==> src/rtl/core/i2cdts_pkg.sv <==
`timescale 1ns / 1ps
// ----------------------------------------------------------------------------
// i2cdts_pkg
// types, codes and helpers for the i2c dynamic-mode transfer sequencer
// ----------------------------------------------------------------------------
package i2cdts_pkg;

  // longest message the buffer holds
  localparam int MAX_MSG_LEN = 255;

  // dynamic-mode tx fifo word flags
  localparam logic [9:0] WORD_START = 10'h100;
  localparam logic [9:0] WORD_STOP  = 10'h200;

  localparam logic [7:0] BLOCK_MAX_RESET = 8'd32;

  typedef enum logic [1:0] {
    CMD_LOAD    = 2'd0,
    CMD_READY   = 2'd1,
    CMD_RECV    = 2'd2,
    CMD_BUS_ERR = 2'd3
  } cmd_t;

  typedef enum logic [2:0] {
    PH_DONE  = 3'd0,
    PH_START = 3'd1,
    PH_WRITE = 3'd2,
    PH_READ  = 3'd3,
    PH_ERROR = 3'd4
  } phase_t;

  typedef struct packed {
    logic [1:0] command;
    logic [6:0] msg_addr;
    logic       msg_read;
    logic       msg_recv_len;
    logic       msg_nostart;
    logic [7:0] msg_len;
    logic       msg_last;
    logic [7:0] data_byte;
  } in_word_t;

  typedef struct packed {
    logic       word_valid;
    logic [9:0] fifo_word;
    logic       rx_valid;
    logic [7:0] rx_byte;
    logic [7:0] rx_index;
    logic [2:0] phase;
    logic       need_next;
    logic       block_error;
  } out_word_t;

  // limit a length to what the message buffer holds
  function automatic logic [7:0] clamp_len(input logic [8:0] v);
    logic [7:0] r;
    if (v > 9'(MAX_MSG_LEN)) begin
      r = 8'(MAX_MSG_LEN);
    end else begin
      r = v[7:0];
    end
    return r;
  endfunction

endpackage

==> src/rtl/core/i2c_dynamic_transfer_sequencer_unit.sv <==
`timescale 1ns / 1ps
// ----------------------------------------------------------------------------
// i2c_dynamic_transfer_sequencer_unit
// turns i2c message descriptors and bytes into dynamic-mode tx fifo words
// ----------------------------------------------------------------------------
//
//  channel  | signals                       | direction | word
//  ---------+-------------------------------+-----------+-------------------
//  in       | in_valid, in_stall, in_data   | sink      | i2cdts_pkg::in_word_t
//  out      | out_valid, out_stall, out_data| source    | i2cdts_pkg::out_word_t
//  cfg      | cfg_valid, cfg_ready, cfg_data| sink      | block_max, 8 bit
//
//  one word in per cycle while in_stall is low; each result is registered in the output register
//  the event decode and state update sit between in_data and the output register
//  a two-entry output buffer (output register plus skid register) keeps input
//  flowing while out_stall is high until the skid register fills; in_stall rises only once both hold data
//  synchronous reset clears the state, block_max returns to 32, no words pending
//
module i2c_dynamic_transfer_sequencer_unit (
  input  logic                  clk,
  input  logic                  rst,
  input  logic                  in_valid,
  output logic                  in_stall,
  input  i2cdts_pkg::in_word_t  in_data,
  output logic                  out_valid,
  input  logic                  out_stall,
  output i2cdts_pkg::out_word_t out_data,
  input  logic                  cfg_valid,
  output logic                  cfg_ready,
  input  logic [7:0]            cfg_data
);

  // sequencer state
  i2cdts_pkg::phase_t phase, phase_next;
  logic [7:0] position, position_next;
  logic [7:0] length, length_next;
  logic       is_read, is_read_next;
  logic       is_block, is_block_next;
  logic       is_last, is_last_next;
  logic [7:0] first_byte, first_byte_next;
  logic       awaiting, awaiting_next;
  logic [7:0] block_max;

  // output buffer
  logic                  skid_valid;
  i2cdts_pkg::out_word_t skid_data;
  i2cdts_pkg::out_word_t result;

  logic in_acc;
  logic out_free;

  // event decode
  logic       start_xfer;   // descriptor opens a new transfer
  logic       cont_load;    // descriptor for the awaited next message
  logic       rd_req;       // ready in start phase of a read
  logic       wr_enter;     // ready in start phase of a write
  logic       wr_phase;     // write phase, counting the one just entered
  logic       wr_last;      // last byte of the last write message
  logic       wr_byte;      // ordinary write byte
  logic       rx_take;      // received byte stored
  logic       chk;          // message end reached
  logic       chk_blk;      // message end of a block read
  logic       bad_len;      // block length byte zero or above block_max
  logic [7:0] pos_mid;
  logic [7:0] fb_mid;
  logic [7:0] load_len;
  logic [7:0] blk_req_len;
  logic [9:0] addr_word;

  assign in_stall  = skid_valid;
  assign cfg_ready = 1'b1;
  assign in_acc    = in_valid & ~skid_valid;
  assign out_free  = ~out_valid | ~out_stall;

  assign load_len    = i2cdts_pkg::clamp_len({1'b0, in_data.msg_len});
  assign blk_req_len = i2cdts_pkg::clamp_len({1'b0, block_max} + 9'd2);
  assign addr_word   = {2'b00, in_data.msg_addr, in_data.msg_read} | i2cdts_pkg::WORD_START;

  always_comb begin
    start_xfer = 1'b0;
    cont_load  = 1'b0;
    rd_req     = 1'b0;
    wr_enter   = 1'b0;
    wr_phase   = 1'b0;
    wr_last    = 1'b0;
    wr_byte    = 1'b0;
    rx_take    = 1'b0;
    chk        = 1'b0;
    case (in_data.command)
      i2cdts_pkg::CMD_LOAD: begin
        start_xfer = (phase == i2cdts_pkg::PH_DONE) || (phase == i2cdts_pkg::PH_ERROR);
        cont_load  = ~start_xfer & awaiting;
      end
      i2cdts_pkg::CMD_READY: begin
        if (!awaiting) begin
          rd_req   = (phase == i2cdts_pkg::PH_START) & is_read;
          wr_enter = (phase == i2cdts_pkg::PH_START) & ~is_read;
          wr_phase = (phase == i2cdts_pkg::PH_WRITE) | wr_enter;
          wr_last  = wr_phase & (length != 8'd0) & (position == length - 8'd1) & is_last;
          wr_byte  = wr_phase & ~wr_last & (position < length);
          // message end check when nothing was sent
          chk      = ~rd_req & ~wr_last & ~wr_byte &
                     (wr_phase | (phase == i2cdts_pkg::PH_READ)) & (position >= length);
        end
      end
      i2cdts_pkg::CMD_RECV: begin
        if (!awaiting && phase == i2cdts_pkg::PH_READ) begin
          rx_take = position < length;
          chk     = (rx_take ? position + 8'd1 : position) >= length;
        end
      end
      default: ;
    endcase
    pos_mid = rx_take ? position + 8'd1 : position;
    fb_mid  = (rx_take && position == 8'd0) ? in_data.data_byte : first_byte;
    // only a read can be in read phase at its end check
    chk_blk = chk & is_block & (phase == i2cdts_pkg::PH_READ);
    bad_len = chk_blk & ((fb_mid == 8'd0) | (fb_mid > block_max));
  end

  // next state
  always_comb begin
    phase_next      = phase;
    position_next   = position;
    length_next     = length;
    is_read_next    = is_read;
    is_block_next   = is_block;
    is_last_next    = is_last;
    first_byte_next = first_byte;
    awaiting_next   = awaiting;

    if (in_data.command == i2cdts_pkg::CMD_BUS_ERR) begin
      phase_next    = i2cdts_pkg::PH_ERROR;
      awaiting_next = 1'b0;
    end

    if (start_xfer || cont_load) begin
      is_read_next  = in_data.msg_read;
      is_block_next = in_data.msg_recv_len;
      is_last_next  = in_data.msg_last;
      length_next   = load_len;
      position_next = 8'd0;
      awaiting_next = 1'b0;
      if (start_xfer || !in_data.msg_nostart) begin
        phase_next = i2cdts_pkg::PH_START;
      end
    end

    if (rd_req) begin
      phase_next = i2cdts_pkg::PH_READ;
      if (is_block) begin
        length_next = blk_req_len;
      end
    end

    if (wr_enter) begin
      phase_next = i2cdts_pkg::PH_WRITE;
    end

    if (wr_last) begin
      position_next = position + 8'd1;
      phase_next    = i2cdts_pkg::PH_DONE;
    end

    if (wr_byte) begin
      position_next = position + 8'd1;
    end

    if (rx_take) begin
      position_next   = pos_mid;
      first_byte_next = fb_mid;
    end

    // good message end: rewind, finish or wait for the next descriptor
    if (chk && !bad_len) begin
      if (chk_blk) begin
        length_next = i2cdts_pkg::clamp_len({1'b0, fb_mid} + 9'd1);
      end
      position_next = 8'd0;
      if (is_last) begin
        phase_next = i2cdts_pkg::PH_DONE;
      end else begin
        awaiting_next = 1'b1;
      end
    end
  end

  // result word
  always_comb begin
    result             = '0;
    result.phase       = phase_next;
    result.need_next   = awaiting_next;
    result.block_error = bad_len;
    if (start_xfer) begin
      result.word_valid = 1'b1;
      result.fifo_word  = addr_word;
      if (load_len == 8'd0 && in_data.msg_last) begin
        result.fifo_word = addr_word | i2cdts_pkg::WORD_STOP;
      end
    end else if (cont_load && !in_data.msg_nostart) begin
      result.word_valid = 1'b1;
      result.fifo_word  = addr_word;
    end else if (rd_req) begin
      result.word_valid = 1'b1;
      result.fifo_word  = {2'b00, length_next} | i2cdts_pkg::WORD_STOP;
    end else if (wr_last) begin
      result.word_valid = 1'b1;
      result.fifo_word  = {2'b00, in_data.data_byte} | i2cdts_pkg::WORD_STOP;
    end else if (wr_byte) begin
      result.word_valid = 1'b1;
      result.fifo_word  = {2'b00, in_data.data_byte};
    end
    if (rx_take) begin
      result.rx_valid = 1'b1;
      result.rx_byte  = in_data.data_byte;
      result.rx_index = position;
    end
  end

  // state registers, updated only on an accepted word
  always_ff @(posedge clk) begin
    if (rst) begin
      phase      <= i2cdts_pkg::PH_DONE;
      position   <= 8'd0;
      length     <= 8'd0;
      is_read    <= 1'b0;
      is_block   <= 1'b0;
      is_last    <= 1'b0;
      first_byte <= 8'd0;
      awaiting   <= 1'b0;
    end else if (in_acc) begin
      phase      <= phase_next;
      position   <= position_next;
      length     <= length_next;
      is_read    <= is_read_next;
      is_block   <= is_block_next;
      is_last    <= is_last_next;
      first_byte <= first_byte_next;
      awaiting   <= awaiting_next;
    end
  end

  // config register
  always_ff @(posedge clk) begin
    if (rst) begin
      block_max <= i2cdts_pkg::BLOCK_MAX_RESET;
    end else if (cfg_valid && cfg_ready) begin
      block_max <= cfg_data;
    end
  end

  // output register plus skid register
  always_ff @(posedge clk) begin
    if (rst) begin
      out_valid  <= 1'b0;
      skid_valid <= 1'b0;
    end else if (out_free) begin
      out_valid  <= skid_valid | in_acc;
      skid_valid <= 1'b0;
    end else if (in_acc) begin
      skid_valid <= 1'b1;
    end
  end

  always_ff @(posedge clk) begin
    if (out_free) begin
      out_data <= skid_valid ? skid_data : result;
    end else if (in_acc) begin
      skid_data <= result;
    end
  end

endmodule

==> config.mk <==
export PLATFORM = sky130hd
export DESIGN_NAME = i2c_dynamic_transfer_sequencer_unit
export DESIGN_NICKNAME = d
export VERILOG_FILES = /design/src/rtl/core/i2cdts_pkg.sv /design/src/rtl/core/i2c_dynamic_transfer_sequencer_unit.sv
export SDC_FILE = /design/constraint.sdc
export NUM_CORES = 1
export LEC_CHECK = 0
export BUFFER_PORTS_ARGS = -buffer_cell sky130_fd_sc_hd__buf_4
export CAP_MARGIN = 25
export CORE_ASPECT_RATIO = 1.25
export CORE_MARGIN = 2
export CORE_UTILIZATION = 40
export CTS_CLUSTER_DIAMETER = 150
export DETAILED_ROUTE_END_ITERATION = 10
export MAX_ROUTING_LAYER = met4
export SLEW_MARGIN = 0
export SYNTH_ARGS = -nofsm -noshare
export SYNTH_HDL_FRONTEND = slang
export SYNTH_SLANG_ARGS = --single-unit
==> constraint.sdc <==
create_clock -name clk -period 5.9 [get_ports clk]
set_input_delay 0.295 -clock clk [delete_from_list [all_inputs] [get_ports clk]]
set_output_delay 0.295 -clock clk [all_outputs]
set_load 0.01 [all_outputs]
==> run_results.csv <==
group,metric,value,unit
setup_path,critPathLaunchType,"register",
floorplan,num_rows,51,
floorplan,start_util,0.411,
sta,fin_skew,0.0106,ns
yosys,synth_ff_type,"edfxtp_1",
cells_and_area,final_cell_mix,"84 x buf_4, 66 x edfxtp_1, 62 x nand2_1",
grt,antenna_found_initial,0,
power_and_ir_drop,swShare,0.281,
power_and_ir_drop,switchingPower,0.000484,W
detailed_routing,drt_pass1_iterations,5,
detailed_routing,vias,5248,
cells_and_area,ff_latch_area,2800,sq um
sta,max_freq,0.193,GHz
min_path,min_to,"block_max[5]$_SDFFE_PP1P_",
yosys,yosysTopAreaCellShare,0.308,
cells_and_area,area_growth_syn_to_layout,16.5,%
clock_tree,cts_hold_buffers,0,
yosys,yosysWarnings,0,
detailed_routing,routed_via_density,5.65,
setup_path,critPathTopFamily,"simple AND/OR/NAND/NOR gates",
floorplan,design.portCount,78,
clock_tree,cts_resized,0,
clock_tree,post-cts-setup-buffers,0,
min_path,hold_class,"in -> reg",
place,io_buffers,76,
place,dp_hpwl,13300,microns
min_path,whs_path_depth,3,
yosys,ys_ff_latch,107,
grt,grt_pass1_vias,5136,
power_and_ir_drop,clkPwrFrac,0.356,
grt,globalRouteOverflowTotal,0,
setup_path,path_max_fanout,16,
clock_tree,root_buffer,"clkbuf_16",
detailed_routing,drt_iter0_markers,363,
floorplan,die_x,117,microns
yosys,syn_area,6430,sq um
detailed_routing,post-route-drc-count,0,
place,routabilityCongestion,0.932,
setup_path,cp_cell_sequence,"and3b_2 -> and3b_1 -> nand3_4 -> nor3_4 -> mux2i_1 -> ha_1 -> or4b_2 -> nor4_1 -> o31a_1 -> a211o_4 -> a311oi_4 -> o32ai_2 -> mux2_2",
floorplan,die_y,146,microns
detailed_routing,routed_wl,17500,microns
setup_path,r2r_end,"position[0]$_SDFFE_PP0P_",
cells_and_area,final_net_count,789,
place,dp_slack,0.828,ns
setup_path,worst-path-buf-inv,0,
setup_path,regToRegSetupSlack,0.71,ns
yosys,synth_edf_count,66,
detailed_routing,wl_per_cell,18.9,microns
clock_tree,cts_tree,"done",
sta,setup_viol,0,
clock_tree,cts_made_buffers,9,
yosys,ys_top_cells_by_area,"edfxtp_1 31%, dfxtp_1 13%, ha_1 6.8%",
floorplan,dieArea,17100,sq um
cells_and_area,multi_input_area,3350,sq um
setup_path,max_stage_delay,0.60,ns
setup_path,crit_arrival,5.50,ns
yosys,yosysSeqAreaShare,0.436,
power_and_ir_drop,internal-power,0.00124,W
sta,worst_slew_pin_slew,0.809,ns
setup_path,rr_startpoint,"phase[1]$_SDFFE_PP0P_",
cells_and_area,final_core_util,0.479,
sta,min_period,5.19,ns
setup_path,crit_type,"reg -> reg",
floorplan,core,15600,sq um
clock_tree,cts_buffer_depth,2,
yosys,async_flop_share,0,
outcome,outcome,"complete, no violations",
run,max_cap_viol_count,0,
clock_tree,path_clk_slew,0.08,ns
sta,hold_violations,0,
clock_tree,cts.sinks,107,
cells_and_area,drive_gt1_frac,0.211,
sta,drv_slew,0,
setup_path,rr_worst_depth,13,
min_path,min_from,"cfg_data[5]",
sta,rsz0062_at_grt,"false",
power_and_ir_drop,ir_worst_vdd,122,uV
yosys,synth_largest_area_cell,"edfxtp_1",
cells_and_area,final.fill_count,1488,
sta,final.setup.tns,0,ns
yosys,synth_cell_types,73,
sta,post-route-period-util,0.879,
cells_and_area,final_common_cell,"buf_4",
detailed_routing,final_antenna_net_count,0,
setup_path,cp-end-kind,"register",
sta,worst_slack,0.711,ns
setup_path,cp.required,6.21,ns
power_and_ir_drop,pwr-share-comb,0.151,
clock_tree,worstSkewPairLatency,0.37,ns
yosys,synth_nets,726,
grt,grtUsageTotal,0.214,
setup_path,cpMaxStageDelayCell,"o32ai_2",
sta,slew-limit-headroom,0.457,
cells_and_area,antenna_cells,0,
power_and_ir_drop,p_seq_frac,0.493,
power_and_ir_drop,leakagePower,3.03,nW
clock_tree,htreeDepth,3,
grt,grt_max_degree,47,
yosys,synth.avg_cell_area,9.91,sq um
yosys,netlist_instances,649,
power_and_ir_drop,p_per_area,230,nW/um^2
grt,grt_first_pass_wirelength,27800,microns
[cells in the mapped netlist, types with 17 or more instances]
cell	instances
mux2_2	33
clkbuf_1	26
o21ai_0	21
a21oi_1	32
inv_1	38
dfxtp_1	41
nand2_1	62
and3_1	17
nand3_1	23
xnor2_1	19
nor2_1	52
ha_1	35
edfxtp_1	66
[power groups by stage]
stage | Sequential (W) | Combinational (W) | Clock, W
finish | 0.000849 | 0.000260 | 0.000614
CTS | 0.000849 | 0.000261 | 0.000632
floorplan | 0.000870 | 0.000143 | 0
global placement | 0.000865 | 0.000255 | 0
global route | 0.000854 | 0.000284 | 0.000654
detailed placement | 0.000867 | 0.000260 | 0
[worst max-delay path by stage]
stage                            from                       end  cells past startpoint
2_1_floorplan  length[1]$_SDFFE_PP0P_  position[0]$_SDFFE_PP0P_                     18
3_3_place_gp    phase[0]$_SDFFE_PP0P_  position[0]$_SDFFE_PP0P_                     13
3_5_place_dp    phase[0]$_SDFFE_PP0P_  position[0]$_SDFFE_PP0P_                     13
4_1_cts         phase[0]$_SDFFE_PP0P_  position[0]$_SDFFE_PP0P_                     13
5_1_grt         phase[1]$_SDFFE_PP0P_  position[0]$_SDFFE_PP0P_                     13
6_report        phase[1]$_SDFFE_PP0P_  position[0]$_SDFFE_PP0P_                     13
[state kept, by name, summed over array words and instances (netlist names)]
signal / flops
awaiting: 1
block_max: 8
first_byte: 8
in_stall: 1
is_block: 1
is_last: 1
is_read: 1
length: 8
out_data: 33
out_valid: 1
phase: 3
position: 8
skid_data: 33
[worst reg2reg max path: cells and delay by family, from the launching register on]
kind | cells | cell delay, ns
DFF | 1 | 0.46
AOI/OAI and AO/OA | 4 | 1.16
adders and majority gates | 1 | 0.29
muxes | 2 | 0.82
and+or+nand+nor | 6 | 2.40
[cell families (layout without fill, tap and decap cells)]
family,Yosys count,count (layout),synth area share
buffers and inverters,70,138,0.0432
adders and majority gates,35,35,0.0681
muxes,49,49,0.0827
DFF,107,107,0.436
and+or+nand+nor,223,223,0.181
xor gates and xnor gates,26,26,0.0354
AOI/OAI and AO/OA,138,138,0.154
other,1,1,0.000583
[metal layers]
layer / part of all wire / track usage
met3: 0.046 / 0.0388
met5: 0 / -
met2: 0.50 / 0.351
met1: 0.41 / 0.247
met4: 0.044 / 0.119
[layout make-up]
type,instances,area share
timing repair buffer,84,0.0841
inverter,38,0.0190
clock inverter,7,0.00985
multi-input combinational,472,0.448
tap,212,0.0354
clock buffer,9,0.0301
sequential,107,0.374
[metrics by stage]
stage          std cells  instance area (sq um)  hold slack (ns)  power, W
6_report             929                   7490            0.145   0.00172
5_1_grt              929                   7490            0.161   0.00179
4_1_cts              929                   7490            0.139   0.00174
3_5_place_dp         913                   7200            0.483   0.00113
3_3_place_gp         913                   7200            0.480   0.00112
2_1_floorplan        649                   6430            0.425   0.00101
(Power assumes the default switching activity.)
